**src/rtl/dfc_pkg.sv**
```systemverilog
package dfc_pkg;

  typedef enum logic [1:0] {
    OP_LOAD,
    OP_FINAL,
    OP_REGOP,
    OP_ADDR
  } cmd_op_e;

  typedef enum logic [1:0] {
    OPW_8,
    OPW_16,
    OPW_32
  } opw_e;

  localparam logic [1:0] REQ_LOAD  = 2'd0;
  localparam logic [1:0] REQ_BYTE  = 2'd1;
  localparam logic [1:0] REQ_REPLY = 2'd2;

  localparam logic KIND_READ  = 1'b0;
  localparam logic KIND_FINAL = 1'b1;

  localparam logic ST_DIV_ZERO = 1'b0;
  localparam logic ST_OVERFLOW = 1'b1;

  localparam logic [7:0] BYTE_LOCK   = 8'hF0;
  localparam logic [7:0] BYTE_REPNE  = 8'hF2;
  localparam logic [7:0] BYTE_REP    = 8'hF3;
  localparam logic [7:0] BYTE_SEG_CS = 8'h2E;
  localparam logic [7:0] BYTE_SEG_SS = 8'h36;
  localparam logic [7:0] BYTE_SEG_DS = 8'h3E;
  localparam logic [7:0] BYTE_SEG_ES = 8'h26;
  localparam logic [7:0] BYTE_SEG_FS = 8'h64;
  localparam logic [7:0] BYTE_SEG_GS = 8'h65;
  localparam logic [7:0] BYTE_OPSIZE = 8'h66;
  localparam logic [7:0] BYTE_DIV8   = 8'hF6;
  localparam logic [7:0] BYTE_DIV    = 8'hF7;

  localparam logic [1:0] MOD_NODISP = 2'd0;
  localparam logic [1:0] MOD_DISP8  = 2'd1;
  localparam logic [1:0] MOD_DISP32 = 2'd2;
  localparam logic [1:0] MOD_REG    = 2'd3;
  localparam logic [2:0] RM_SIB     = 3'd4;
  localparam logic [2:0] RM_NOBASE  = 3'd5;
  localparam logic [2:0] IDX_NONE   = 3'd4;
  localparam logic [2:0] REG_ESP    = 3'd4;

  localparam logic [7:0] STACK_ADJUST_RST = 8'd72;

  typedef struct packed {
    cmd_op_e     op;
    logic [2:0]  reg_a;
    logic [2:0]  reg_b;
    logic        use_a;
    logic        use_b;
    logic        hi_byte;
    logic [1:0]  scale;
    opw_e        width;
    logic        status;
    logic [31:0] data;
  } dfc_cmd_t;

  typedef struct packed {
    logic valid;
    logic zero;
  } dfc_res_t;

  function automatic logic nz_masked(logic [31:0] v, opw_e w);
    logic r;
    unique case (w)
      OPW_8:   r = v[7:0] != 8'd0;
      OPW_16:  r = v[15:0] != 16'd0;
      default: r = v != 32'd0;
    endcase
    return r;
  endfunction

endpackage

```
**src/rtl/x86_divide_fault_classifier.sv**
```systemverilog
// Classifies a faulting DIV/IDIV as divide by zero or overflow. Send register loads
// (tuser req_type 0), then instruction bytes (1); when the operand is in memory at a
// nonzero address the block emits a read request (result_kind 0) and waits for the
// reply (2), then emits the final class (result_kind 1). Items are taken one per
// cycle while the queue has room. The byte that completes an effective address drops
// s_axis_tready until the back end (register read, then address adder) knows whether
// the address is zero, longer if earlier items are still queued or the output is
// stalled. A result passes through the queue, the register-read stage and the output
// register. The stack register adjustment is written on the cfg port.
module x86_divide_fault_classifier
  import dfc_pkg::*;
#(
  parameter int QUEUE_DEPTH = 4
) (
  input  logic        clk_i,
  input  logic        rst_ni,
  input  logic        cfg_valid_i,
  output logic        cfg_ready_o,
  input  logic [7:0]  cfg_data_i,     // stack_adjust
  input  logic        s_axis_tvalid,
  output logic        s_axis_tready,
  input  logic [39:0] s_axis_tdata,   // reg_index[2:0], data_value[34:3], zero pad
  input  logic [2:0]  s_axis_tuser,   // req_type[1:0], access_fault[2]
  output logic        m_axis_tvalid,
  input  logic        m_axis_tready,
  output logic [39:0] m_axis_tdata,   // read_address[31:0], read_size[33:32],
                                      // fault_status[34], zero pad
  output logic [0:0]  m_axis_tuser    // result_kind
);

  logic        push, full, pop, empty;
  dfc_cmd_t    push_cmd, head;
  dfc_res_t    res;
  logic        kind, status;
  logic [31:0] addr;
  logic [1:0]  size;

  assign cfg_ready_o = 1'b1;

  dfc_front u_front (
    .clk_i,
    .rst_ni,
    .in_valid_i     (s_axis_tvalid),
    .in_ready_o     (s_axis_tready),
    .req_type_i     (s_axis_tuser[1:0]),
    .reg_index_i    (s_axis_tdata[2:0]),
    .data_value_i   (s_axis_tdata[34:3]),
    .access_fault_i (s_axis_tuser[2]),
    .push_o         (push),
    .cmd_o          (push_cmd),
    .full_i         (full),
    .res_i          (res)
  );

  dfc_fifo #(.DEPTH(QUEUE_DEPTH)) u_fifo (
    .clk_i,
    .rst_ni,
    .push_i      (push),
    .push_data_i (push_cmd),
    .full_o      (full),
    .pop_i       (pop),
    .empty_o     (empty),
    .head_o      (head)
  );

  dfc_back u_back (
    .clk_i,
    .rst_ni,
    .cfg_valid_i,
    .cfg_data_i,
    .empty_i        (empty),
    .head_i         (head),
    .pop_o          (pop),
    .res_o          (res),
    .out_valid_o    (m_axis_tvalid),
    .out_ready_i    (m_axis_tready),
    .result_kind_o  (kind),
    .read_address_o (addr),
    .read_size_o    (size),
    .fault_status_o (status)
  );

  assign m_axis_tdata = {5'd0, status, size, addr};
  assign m_axis_tuser = kind;

endmodule

```
**src/rtl/dfc_front.sv**
```systemverilog
module dfc_front
  import dfc_pkg::*;
(
  input  logic        clk_i,
  input  logic        rst_ni,
  input  logic        in_valid_i,
  output logic        in_ready_o,
  input  logic [1:0]  req_type_i,
  input  logic [2:0]  reg_index_i,
  input  logic [31:0] data_value_i,
  input  logic        access_fault_i,
  output logic        push_o,
  output dfc_cmd_t    cmd_o,
  input  logic        full_i,
  input  dfc_res_t    res_i
);

  localparam logic [2:0] PH_PREFIX = 3'd0;
  localparam logic [2:0] PH_MODRM  = 3'd1;
  localparam logic [2:0] PH_SIB    = 3'd2;
  localparam logic [2:0] PH_DISP   = 3'd3;
  localparam logic [2:0] PH_WAIT   = 3'd4;

  logic [2:0]  phase_q, phase_d;
  opw_e        width_q, width_d;
  logic [7:0]  modrm_q, modrm_d;
  logic [7:0]  sib_q, sib_d;
  logic [31:0] acc_q, acc_d;
  logic [2:0]  left_q, left_d;
  logic        blocked_q, blocked_d;
  logic        accept;
  logic [7:0]  b;
  logic [31:0] acc_n;
  logic [2:0]  left_n;
  logic [1:0]  mod_q;

  function automatic dfc_cmd_t addr_cmd(logic [7:0] m, logic [7:0] s, logic [31:0] d, opw_e w);
    dfc_cmd_t c;
    c       = '0;
    c.op    = OP_ADDR;
    c.width = w;
    c.data  = d;
    if (m[2:0] == RM_SIB) begin
      c.reg_a = s[2:0];
      c.use_a = !(s[2:0] == RM_NOBASE && m[7:6] == MOD_NODISP);
      c.reg_b = s[5:3];
      c.use_b = s[5:3] != IDX_NONE;
      c.scale = s[7:6];
    end else if (m[7:6] == MOD_NODISP && m[2:0] == RM_NOBASE) begin
      c.use_a = 1'b0;
    end else begin
      c.reg_a = m[2:0];
      c.use_a = 1'b1;
    end
    return c;
  endfunction

  assign in_ready_o = !blocked_q && !full_i;
  assign accept     = in_valid_i && in_ready_o;
  assign b          = data_value_i[7:0];
  assign acc_n      = {b, acc_q[31:8]};
  assign left_n     = (left_q != 3'd0) ? left_q - 3'd1 : 3'd0;
  assign mod_q      = modrm_q[7:6];

  always_comb begin
    phase_d   = phase_q;
    width_d   = width_q;
    modrm_d   = modrm_q;
    sib_d     = sib_q;
    acc_d     = acc_q;
    left_d    = left_q;
    blocked_d = blocked_q;
    push_o    = 1'b0;
    cmd_o     = '0;

    if (res_i.valid) begin
      blocked_d = 1'b0;
      if (res_i.zero) begin
        phase_d = PH_PREFIX;
        width_d = OPW_32;
      end
    end

    if (accept) begin
      unique case (req_type_i)
        REQ_LOAD: begin
          push_o      = 1'b1;
          cmd_o.op    = OP_LOAD;
          cmd_o.reg_a = reg_index_i;
          cmd_o.data  = data_value_i;
        end
        REQ_BYTE: begin
          if (phase_q != PH_WAIT) begin
            cmd_o.op     = OP_FINAL;
            cmd_o.status = ST_DIV_ZERO;
            if (access_fault_i) begin
              push_o  = 1'b1;
              phase_d = PH_PREFIX;
              width_d = OPW_32;
            end else begin
              unique case (phase_q)
                PH_PREFIX: begin
                  unique case (b)
                    BYTE_LOCK, BYTE_REPNE, BYTE_REP, BYTE_SEG_CS, BYTE_SEG_SS,
                    BYTE_SEG_DS, BYTE_SEG_ES, BYTE_SEG_FS, BYTE_SEG_GS: begin
                    end
                    BYTE_OPSIZE: width_d = OPW_16;
                    BYTE_DIV8: begin
                      width_d = OPW_8;
                      phase_d = PH_MODRM;
                    end
                    BYTE_DIV: phase_d = PH_MODRM;
                    default: begin
                      push_o  = 1'b1;
                      width_d = OPW_32;
                    end
                  endcase
                end
                PH_MODRM: begin
                  modrm_d = b;
                  if (b[7:6] == MOD_REG) begin
                    push_o        = 1'b1;
                    cmd_o.op      = OP_REGOP;
                    cmd_o.width   = width_q;
                    cmd_o.hi_byte = (width_q == OPW_8) && b[2];
                    cmd_o.reg_a   = (width_q == OPW_8) ? {1'b0, b[1:0]} : b[2:0];
                    phase_d       = PH_PREFIX;
                    width_d       = OPW_32;
                  end else if (b[2:0] == RM_SIB) begin
                    phase_d = PH_SIB;
                  end else if (b[7:6] == MOD_DISP8) begin
                    acc_d   = '0;
                    left_d  = 3'd1;
                    phase_d = PH_DISP;
                  end else if (b[7:6] == MOD_DISP32 || b[2:0] == RM_NOBASE) begin
                    acc_d   = '0;
                    left_d  = 3'd4;
                    phase_d = PH_DISP;
                  end else begin
                    push_o    = 1'b1;
                    cmd_o     = addr_cmd(b, sib_q, 32'd0, width_q);
                    phase_d   = PH_WAIT;
                    blocked_d = 1'b1;
                  end
                end
                PH_SIB: begin
                  sib_d = b;
                  if (mod_q == MOD_DISP8) begin
                    acc_d   = '0;
                    left_d  = 3'd1;
                    phase_d = PH_DISP;
                  end else if (mod_q == MOD_DISP32 || b[2:0] == RM_NOBASE) begin
                    acc_d   = '0;
                    left_d  = 3'd4;
                    phase_d = PH_DISP;
                  end else begin
                    push_o    = 1'b1;
                    cmd_o     = addr_cmd(modrm_q, b, 32'd0, width_q);
                    phase_d   = PH_WAIT;
                    blocked_d = 1'b1;
                  end
                end
                PH_DISP: begin
                  acc_d  = acc_n;
                  left_d = left_n;
                  if (left_n == 3'd0) begin
                    push_o    = 1'b1;
                    cmd_o     = addr_cmd(modrm_q, sib_q,
                                         (mod_q == MOD_DISP8) ?
                                         {{24{acc_n[31]}}, acc_n[31:24]} : acc_n,
                                         width_q);
                    phase_d   = PH_WAIT;
                    blocked_d = 1'b1;
                  end
                end
                default: begin
                end
              endcase
            end
          end
        end
        REQ_REPLY: begin
          if (phase_q == PH_WAIT) begin
            push_o       = 1'b1;
            cmd_o.op     = OP_FINAL;
            cmd_o.status = access_fault_i ? ST_DIV_ZERO : nz_masked(data_value_i, width_q);
            phase_d      = PH_PREFIX;
            width_d      = OPW_32;
          end
        end
        default: begin
        end
      endcase
    end
  end

  always_ff @(posedge clk_i or negedge rst_ni) begin
    if (!rst_ni) begin
      phase_q   <= PH_PREFIX;
      width_q   <= OPW_32;
      modrm_q   <= '0;
      sib_q     <= '0;
      acc_q     <= '0;
      left_q    <= '0;
      blocked_q <= 1'b0;
    end else begin
      phase_q   <= phase_d;
      width_q   <= width_d;
      modrm_q   <= modrm_d;
      sib_q     <= sib_d;
      acc_q     <= acc_d;
      left_q    <= left_d;
      blocked_q <= blocked_d;
    end
  end

endmodule

```
**src/rtl/dfc_fifo.sv**
```systemverilog
module dfc_fifo
  import dfc_pkg::*;
#(
  parameter int DEPTH = 4
) (
  input  logic     clk_i,
  input  logic     rst_ni,
  input  logic     push_i,
  input  dfc_cmd_t push_data_i,
  output logic     full_o,
  input  logic     pop_i,
  output logic     empty_o,
  output dfc_cmd_t head_o
);

  localparam int PW = $clog2(DEPTH);
  localparam int CW = $clog2(DEPTH + 1);

  dfc_cmd_t        mem_q [DEPTH];
  logic [PW-1:0]   wr_q, rd_q;
  logic [CW-1:0]   cnt_q;
  logic            do_push, do_pop;

  assign full_o  = cnt_q == CW'(DEPTH);
  assign empty_o = cnt_q == '0;
  assign head_o  = mem_q[rd_q];
  assign do_push = push_i && !full_o;
  assign do_pop  = pop_i && !empty_o;

  always_ff @(posedge clk_i) begin
    if (do_push) begin
      mem_q[wr_q] <= push_data_i;
    end
  end

  always_ff @(posedge clk_i or negedge rst_ni) begin
    if (!rst_ni) begin
      wr_q  <= '0;
      rd_q  <= '0;
      cnt_q <= '0;
    end else begin
      if (do_push) begin
        wr_q <= (wr_q == PW'(DEPTH - 1)) ? '0 : wr_q + 1'b1;
      end
      if (do_pop) begin
        rd_q <= (rd_q == PW'(DEPTH - 1)) ? '0 : rd_q + 1'b1;
      end
      if (do_push && !do_pop) begin
        cnt_q <= cnt_q + 1'b1;
      end else if (do_pop && !do_push) begin
        cnt_q <= cnt_q - 1'b1;
      end
    end
  end

endmodule

```
**src/rtl/dfc_back.sv**
```systemverilog
module dfc_back
  import dfc_pkg::*;
(
  input  logic        clk_i,
  input  logic        rst_ni,
  input  logic        cfg_valid_i,
  input  logic [7:0]  cfg_data_i,
  input  logic        empty_i,
  input  dfc_cmd_t    head_i,
  output logic        pop_o,
  output dfc_res_t    res_o,
  output logic        out_valid_o,
  input  logic        out_ready_i,
  output logic        result_kind_o,
  output logic [31:0] read_address_o,
  output logic [1:0]  read_size_o,
  output logic        fault_status_o
);

  logic [31:0] rf_q [8];
  logic [7:0]  vld_q;
  logic [7:0]  stack_adj_q;
  logic        b_valid_q;
  dfc_cmd_t    b_cmd_q;
  logic [31:0] rd_a_q, rd_b_q;
  logic        va_q, vb_q;
  logic        out_valid_q;
  logic        kind_q, status_q;
  logic [31:0] addr_q;
  logic [1:0]  size_q;
  logic        b_go, out_free, is_load;
  logic [31:0] wdata, rd_a, rd_b, v8, ea;
  logic        kind_d, status_d;
  logic [31:0] addr_d;
  logic [1:0]  size_d;

  assign out_free = !out_valid_q || out_ready_i;
  assign b_go     = b_valid_q && out_free;
  assign pop_o    = !empty_i && (!b_valid_q || b_go);
  assign is_load  = head_i.op == OP_LOAD;
  assign wdata    = (head_i.reg_a == REG_ESP) ? head_i.data + {24'd0, stack_adj_q}
                                              : head_i.data;

  always_ff @(posedge clk_i) begin
    if (pop_o && is_load) begin
      rf_q[head_i.reg_a] <= wdata;
    end
    if (pop_o) begin
      rd_a_q <= rf_q[head_i.reg_a];
      rd_b_q <= rf_q[head_i.reg_b];
    end
  end

  always_ff @(posedge clk_i) begin
    if (pop_o) begin
      b_cmd_q <= head_i;
      va_q    <= vld_q[head_i.reg_a];
      vb_q    <= vld_q[head_i.reg_b];
    end
    if (b_go) begin
      kind_q   <= kind_d;
      addr_q   <= addr_d;
      size_q   <= size_d;
      status_q <= status_d;
    end
  end

  assign rd_a = va_q ? rd_a_q : 32'd0;
  assign rd_b = vb_q ? rd_b_q : 32'd0;
  assign v8   = b_cmd_q.hi_byte ? {24'd0, rd_a[15:8]} : rd_a;
  assign ea   = (b_cmd_q.use_a ? rd_a : 32'd0)
              + (b_cmd_q.use_b ? (rd_b << b_cmd_q.scale) : 32'd0)
              + b_cmd_q.data;

  always_comb begin
    kind_d   = KIND_FINAL;
    addr_d   = '0;
    size_d   = '0;
    status_d = ST_DIV_ZERO;
    unique case (b_cmd_q.op)
      OP_FINAL: status_d = b_cmd_q.status;
      OP_REGOP: status_d = nz_masked(v8, b_cmd_q.width);
      OP_ADDR: begin
        if (ea != 32'd0) begin
          kind_d = KIND_READ;
          addr_d = ea;
          size_d = b_cmd_q.width;
        end
      end
      default: begin
      end
    endcase
  end

  assign res_o.valid = b_go && b_cmd_q.op == OP_ADDR;
  assign res_o.zero  = ea == 32'd0;

  always_ff @(posedge clk_i or negedge rst_ni) begin
    if (!rst_ni) begin
      vld_q       <= '0;
      stack_adj_q <= STACK_ADJUST_RST;
      b_valid_q   <= 1'b0;
      out_valid_q <= 1'b0;
    end else begin
      if (cfg_valid_i) begin
        stack_adj_q <= cfg_data_i;
      end
      if (pop_o && is_load) begin
        vld_q[head_i.reg_a] <= 1'b1;
      end
      if (pop_o) begin
        b_valid_q <= !is_load;
      end else if (b_go) begin
        b_valid_q <= 1'b0;
      end
      if (b_go) begin
        out_valid_q <= 1'b1;
      end else if (out_ready_i) begin
        out_valid_q <= 1'b0;
      end
    end
  end

  assign out_valid_o    = out_valid_q;
  assign result_kind_o  = kind_q;
  assign read_address_o = addr_q;
  assign read_size_o    = size_q;
  assign fault_status_o = status_q;

endmodule

```
**config.mk**
```make
export PLATFORM = sky130hd
export DESIGN_NAME = x86_divide_fault_classifier
export DESIGN_NICKNAME = d
export VERILOG_FILES = /design/src/rtl/dfc_pkg.sv /design/src/rtl/x86_divide_fault_classifier.sv /design/src/rtl/dfc_front.sv /design/src/rtl/dfc_fifo.sv /design/src/rtl/dfc_back.sv
export SDC_FILE = /design/constraint.sdc
export NUM_CORES = 1
export LEC_CHECK = 0
export BUFFER_PORTS_ARGS = -buffer_cell sky130_fd_sc_hd__buf_2
export CAP_MARGIN = 20
export CORE_MARGIN = 3
export CORE_UTILIZATION = 50
export DETAILED_ROUTE_END_ITERATION = 16
export PLACE_DENSITY_LB_ADDON = 0.3
export SLEW_MARGIN = 20
export SYNTH_ARGS = -nofsm -noshare
export SYNTH_HDL_FRONTEND = slang
export SYNTH_SLANG_ARGS = --single-unit
```
**constraint.sdc**
```tcl
create_clock -name clk_i -period 11.7 [get_ports clk_i]
set_input_delay 1.755 -clock clk_i [delete_from_list [all_inputs] [get_ports clk_i]]
set_output_delay 1.755 -clock clk_i [all_outputs]
set_load 0.02 [all_outputs]
```
# After elaboration in Yosys (flattened, before gate mapping)
# Memory sizes are Yosys's and may differ from the RTL's. A register that Yosys moved wholly into a read port is not among the register bits.
# Cells that the tools add are included.
# totals
reg_bits	162
latchBits	0
ram_bits	448
mem_bits_ro	0
inputBits	56
out_inout_bits	44
word_cells	283
memories	2
# classes
addsub	8
n_mul	0
div	0
order_cmp	3
n_eq_ne	44
n_shift	1
muxes	136
bitwise_logic	2
reduce_logical	59
# mem_list
name	words	word_bits	read_ports	rd_ports_with_merged_regs	wr	line_no	rtl
u_back.rf_q	8	32	2	2	1	dfc_back.sv:20	logic [31:0] rf_q [8];
u_fifo.mem_q	4	48	1	0	1	dfc_fifo.sv:19	dfc_cmd_t mem_q [DEPTH];
# op_table
cell	n
$mux W48	9
$mux W32	12
$pmux W48 S3	1
$pmux W32 S3	1
$reduce_bool A32 Y1	3
$mux W3	30
$add A32 B32 Y32	2
$pmux W32 S2	1
$mux W1	46
$eq A8 B8 Y1 const B	5
$mux W33	1
$add A32 B8 Y32	1
$eq A8 B6 Y1 const B	4
$logic_not A32 Y1	1
$reduce_bool A16 Y1	2
$shl A32 B2 Y32	1
$mux W31	1
$mux W2	13
$eq A3 B3 Y1 const B	8
$eq A8 B7 Y1 const B	3
$eq A2 B2 Y1 const B	8
$logic_and A1 B1 Y1	16
$reduce_bool A8 Y1	2
$eq A2 B1 Y1 const B	6
other kinds (36)	76

# Depth between registers and ports, before layout
# logic_depth
ltp_word	16
mapped_depth	19
depth_no_buf	17

# Modules after synthesis
# A second synthesis with hierarchy kept.
# unflattened
cells_unflattened	2245
area_unflattened_um2	32144.6
# by_module_without_submodules
module	n_inst	cells_each	area_per_inst_um2	seq_area_each_um2
dfc_back	1	1514	21145.3	12464.5
dfc_fifo	1	288	7398.3	5940.7
dfc_front	1	434	3540.9	1152.4
x86_divide_fault_classifier	1	9	60.1	0.0

# Worst setup path before layout
# OpenSTA, ideal clock, no wires.
# synth_timing
kind	in2reg
start	input m_axis_tready
end	memory u_back.rf_q[0][0] (enable)
setup_time_ns	0.503
arrival_ns	11.514
slack_ns	-0.318
path_stages	4
cell_sequence	nor2b_1 a21oi_1 nand2_1 nor4_1
# synth_via
elab_chain_cells	7
# synth_rtl
item	line_no	rtl
start, declared	x86_divide_fault_classifier.sv:25	input logic m_axis_tready,
$logic_or A1 B1 Y1	dfc_back.sv:37	assign out_free = !out_valid_q || out_ready_i;
$logic_and A1 B1 Y1	dfc_back.sv:38	assign b_go = b_valid_q && out_free;
$logic_or A1 B1 Y1	dfc_back.sv:39	assign pop_o = !empty_i && (!b_valid_q || b_go);
$logic_and A1 B1 Y1	dfc_back.sv:39	
named net pop	x86_divide_fault_classifier.sv:31	logic push, full, pop, empty;
$logic_and A1 B1 Y1	dfc_back.sv:45	if (pop_o && is_load) begin
$mux W1	dfc_back.sv:45	
$mux W1 (implied by the code)	dfc_back.sv:46	rf_q[head_i.reg_a] <= wdata;
end, declared	dfc_back.sv:20	
# The timed path passes the listed nets, and every way through them passes these cells.

# Worst setup path after layout
# layout_timing
start	register u_back.va_q
end	register u_back.size_q[0], in the netlist u_back.read_size_o[0] (data pin)
# layout_via
elab_chain_cells	6
# layout_rtl
item	line_no	rtl
start, declared	dfc_back.sv:26	logic va_q, vb_q;
start signal, assigned	dfc_back.sv:57	va_q <= vld_q[head_i.reg_a];
$mux W32	dfc_back.sv:68	assign rd_a = va_q ? rd_a_q : 32'd0;
$mux W32	dfc_back.sv:71	assign ea = (b_cmd_q.use_a ? rd_a : 32'd0)
$add A32 B32 Y32	dfc_back.sv:72	+ (b_cmd_q.use_b ? (rd_b << b_cmd_q.scale) : 32'd0)
$add A32 B32 Y32	dfc_back.sv:73	+ b_cmd_q.data;
$reduce_bool A32 Y1	dfc_back.sv:84	if (ea != 32'd0) begin
$reduce_and A2 Y1 (no line)	-	
end signal, assigned	dfc_back.sv:63	size_q <= size_d;
end, declared	dfc_back.sv:30	logic [1:0] size_q;
# Every way passes these cells.
# A chain may end at the register's enable or synchronous reset.

==> key figures <==
Critical path
  – Class of the most critical setup path: reg -> reg
  – Endpoint kind of the worst setup timing path: flop
  – Req. time, crit path: 12.03 ns
  – Launching element type of the critical path: flop
  – Highest fanout seen on the critical path: 30
  – Reg-to-reg critical path endpoint: u_back.read_size_o[0]$_SDFFCE_PN0P_
  – Startpoint of the worst register-to-register path: u_back.va_q$_DFFE_PP_
  – Count of cells along the worst register-to-register path: 16
  – Start point of the critical path: u_back.va_q$_DFFE_PP_
  – Setup slack of the most critical reg-to-reg path: 5.92 ns
  – Arrival @ worst endpoint: 6.11 ns

Floorplan
  – Number of standard-cell rows in the floorplan: 92
  – Die Y: 260 µm
  – DIE AREA: 67700 µm²
  – Core footprint: 63400 µm²
  – Die width: 260 µm
  – Starting utilization of the core area: 50.9%
  – Number of placed I/O pins: 100

GRT
  – Top Usage Layer GRT: met2
  – GR met3 Demand/Resource: 3.47%
  – Number of antenna violations at the first check in global routing: 3
  – Combined global-route utilization of all metal layers: 24.7%
  – Vias in the first global route: 20700
  – GRT met2 Usage: 40.3%
  – First-pass GRT wire length: 126000 µm
  – Remaining Overflow, GRT: 0
  – Met1 layer usage reported by global route: 33.8%
  – Largest net degree at the start of global routing: 72

Timing
  – Slew at the pin closest to its max-slew limit: 1.18 ns
  – Time the worst path needs with I/O delays and setup: 5.78 ns
  – Worst-case headroom to the max-slew limit: 21.5%
  – Setup violation total in the final timing report: 0
  – Post-route fraction of the period consumed by the critical path: 49.4%
  – Clock Skews: 0.0137 ns
  – Number of max-slew violations in the final report: 0
  – Maximum clock frequency: 173 MHz
  – Setup TNS after final layout: 0 ns
  – Final setup margin: 5.92 ns
  – Final Hold Viols: 0
  – RSZ-0062 raised after global routing: false

Yosys
  – #FFs+latches synth: 663
  – Mean area per synthesized cell: 13.6 µm²
  – Largest cells by area after synthesis: sky130_fd_sc_hd__edfxtp_1 55%, sky130_fd_sc_hd__mux4_2 8.0%, sky130_fd_sc_hd__dfrtp_1 5.3%, sky130_fd_sc_hd__mux2_2 3.2%, sky130_fd_sc_hd__nand2_1 3.0%
  – Library cell occupying the most area in the post-synthesis netlist: sky130_fd_sc_hd__edfxtp_1
  – EDFF count, synth: 592
  – Cell area after technology mapping: 32300 µm²
  – Share of async-settable or async-resettable flops after synthesis: 10.7%
  – Sequential cell area fraction in the yosys report: 60.6%
  – Post-synth top area share: 55.1%
  – Instance count of the mapped netlist: 2382
  – Dominant synthesized flop cell: sky130_fd_sc_hd__edfxtp_1
  – Cell variety after synth: 87
  – Synthesis Warnings: 0

Place
  – Placed instance area: 33600 µm²
  – Placed wire-length estimate: 55900 µm
  – Count of input and output buffers: 88
  – Global placer's final weighted congestion: 0.888
  – Worst slack at placement: 5.97 ns

Hold path
  – Worst-case hold path end point: u_front.acc_q[9]$_DFFE_PN0P_
  – Number of stages on the worst hold path: 2
  – Min-delay src: u_front.acc_q[9]$_DFFE_PN0P_
  – Type of the worst min-delay path: reg -> reg

Final layout
  – Fraction of layout cells with a size suffix above 1: 19.2%
  – Most frequent standard cell in the layout excluding fill and tap cells: sky130_fd_sc_hd__edfxtp_1
  – Number of nets in the layout: 2592
  – Area added between synthesis and finish: 10.7%
  – Commonest non-fill, non-tap cells in the layout: 592 x sky130_fd_sc_hd__edfxtp_1, 255 x sky130_fd_sc_hd__nand2_1, 127 x sky130_fd_sc_hd__o21ai_0
  – Final non-filler cell area: 35700 µm²
  – Final Util: 56.3%

Clock network
  – CTS tree: yes
  – TritonCTS Sinks: 663
  – Clock buffers created by TritonCTS: 69
  – Cts repair resizes: 0
  – Post-CTS Hold Buffers: 0
  – Total number of H-tree levels: 3
  – Post CTS Setup Buffer Count: 0
  – Root buffer selected by CTS: sky130_fd_sc_hd__clkbuf_16
  – Clock slew seen by the registers of the worst setup and hold paths: 0.06 ns
  – Maximum root-to-sink buffer count: 3
  – Later-pin clock latency in the skew report: 0.61 ns

Drt
  – Routed len/inst: 24.9 µm
  – Routed via count: 20800
  – DRC errors left: 0
  – Average vias per placed instance: 6.22
  – Final routed wirelength across all metal layers: 83300 µm
  – Detailed router's first-iteration violation count: 2274
  – Number of search-and-repair iterations in the first detailed-routing pass: 6
  – Remaining number of nets flagged by the antenna check after routing: 0

Power
  – Power density over cell area: 316 nW/µm²
  – Overall power consumption: 11300 µW
  – Maximum VDD drop: 0.170 mV
  – Cell leakage power: 0.0128 µW

Status
  – Outcome: completed

Run
  – Max cap viols: 0
power by group:
part | total [µW] | internal, µW | switching [µW]
logic | 5370 | 1980 | 3400
clock network | 2090 | 1180 | 909
registers | 3840 | 3460 | 373
total | 11300 | 6620 | 4680
layout make-up:
| cell class | count | area (µm²) |
|---|---|---|
| Antenna cell | 1 | 2.50 |
| Clock buffer | 91 | 1870 |
| Clock inverter | 32 | 270 |
| Fill cell | 5053 | 27700 |
| Inverter | 115 | 432 |
| Multi-Input combinational cell | 1474 | 11800 |
| Sequential cell | 663 | 19600 |
| Tap cell | 846 | 1060 |
| Timing Repair Buffer | 128 | 743 |
critical path: stages, from the launching register on:
cell,delay (ns)
sky130_fd_sc_hd__edfxtp_1,0.47
sky130_fd_sc_hd__and2_1,0.87
sky130_fd_sc_hd__nand2_1,0.18
sky130_fd_sc_hd__fa_1,0.49
sky130_fd_sc_hd__inv_1,0.07
sky130_fd_sc_hd__ha_1,0.16
sky130_fd_sc_hd__inv_1,0.06
sky130_fd_sc_hd__fa_1,0.48
sky130_fd_sc_hd__nand2b_1,0.19
sky130_fd_sc_hd__a21oi_1,0.36
sky130_fd_sc_hd__o21ai_1,0.19
sky130_fd_sc_hd__a21oi_1,0.38
sky130_fd_sc_hd__nor2_1,0.10
sky130_fd_sc_hd__a211oi_1,0.44
sky130_fd_sc_hd__o2111ai_1,0.32
sky130_fd_sc_hd__nor2_1,0.59
sky130_fd_sc_hd__a21oi_1,0.16
cell families after synthesis:
logic type	share of synthesized area [%]
AO/OA/AOI/OAI	8.99
XOR/XNOR	1.55
other	0.0233
flip-flops	60.6
AND/OR/NAND/NOR	9.23
adder cells (fa/ha/maj)	4.08
multiplexers	12.3
buffers and inverters	3.23
Yosys cell counts, drive strengths merged (39+ instances only):
master and instances:
o21ai 138, edfxtp 592, ha 51, inv 113, mux2 91, mux4 115, xnor2 39, a21oi 90
nand3 53, dfrtp 68, clkbuf 75, a22oi 86, buf 59, nand2 257, nor2 131
flip-flops by register name (all words and copies together) (netlist names), 3 cells and up:
| name | count |
|---|---|
| u_front.left_q | 3 |
| u_back.stack_adj_q | 8 |
| u_back.b_cmd_q | 42 |
| u_front.phase_q | 3 |
| u_back.rf_q | 256 |
| u_back.rd_a_q | 32 |
| u_fifo.cnt_q | 3 |
| u_back.read_address_o | 32 |
| u_back.rd_b_q | 32 |
| u_front.modrm_q | 5 |
| u_front.acc_q | 24 |
| u_fifo.mem_q | 192 |
| u_front.sib_q | 8 |
| u_back.vld_q | 8 |
metal layers:
metal / wire [µm] / share of wire (%) / up-vias
met5: 13 / 0.016 / -
met4: 3440 / 4.1 / 2
met3: 6310 / 7.6 / 152
met2: 40200 / 48 / 988
met1: 33300 / 40 / 10500
li1: - / - / 9206
per-stage QoR:
stage	hold WS, ns	instances
global placement	0.462	3226
CTS	0.483	3349
global route	0.522	3349
floorplan	0.450	2386
detailed placement	0.470	3226
finish	0.484	3350
worst max path at each step:
stage / end / slack [ns] / depth (start not counted)
2_1_floorplan: u_back.rf_q[0][0]$_DFFE_PP_ / 2.50 / 4
5_1_grt: u_back.read_size_o[1]$_SDFFCE_PN0P_ / 5.38 / 16
3_3_place_gp: u_back.read_size_o[1]$_SDFFCE_PN0P_ / 6.05 / 16
3_5_place_dp: u_back.read_size_o[0]$_SDFFCE_PN0P_ / 5.97 / 16
6_report: u_back.read_size_o[0]$_SDFFCE_PN0P_ / 5.92 / 16
4_1_cts: u_back.read_size_o[1]$_SDFFCE_PN0P_ / 5.96 / 16
No activity file was read; power rests on OpenSTA's default activity.
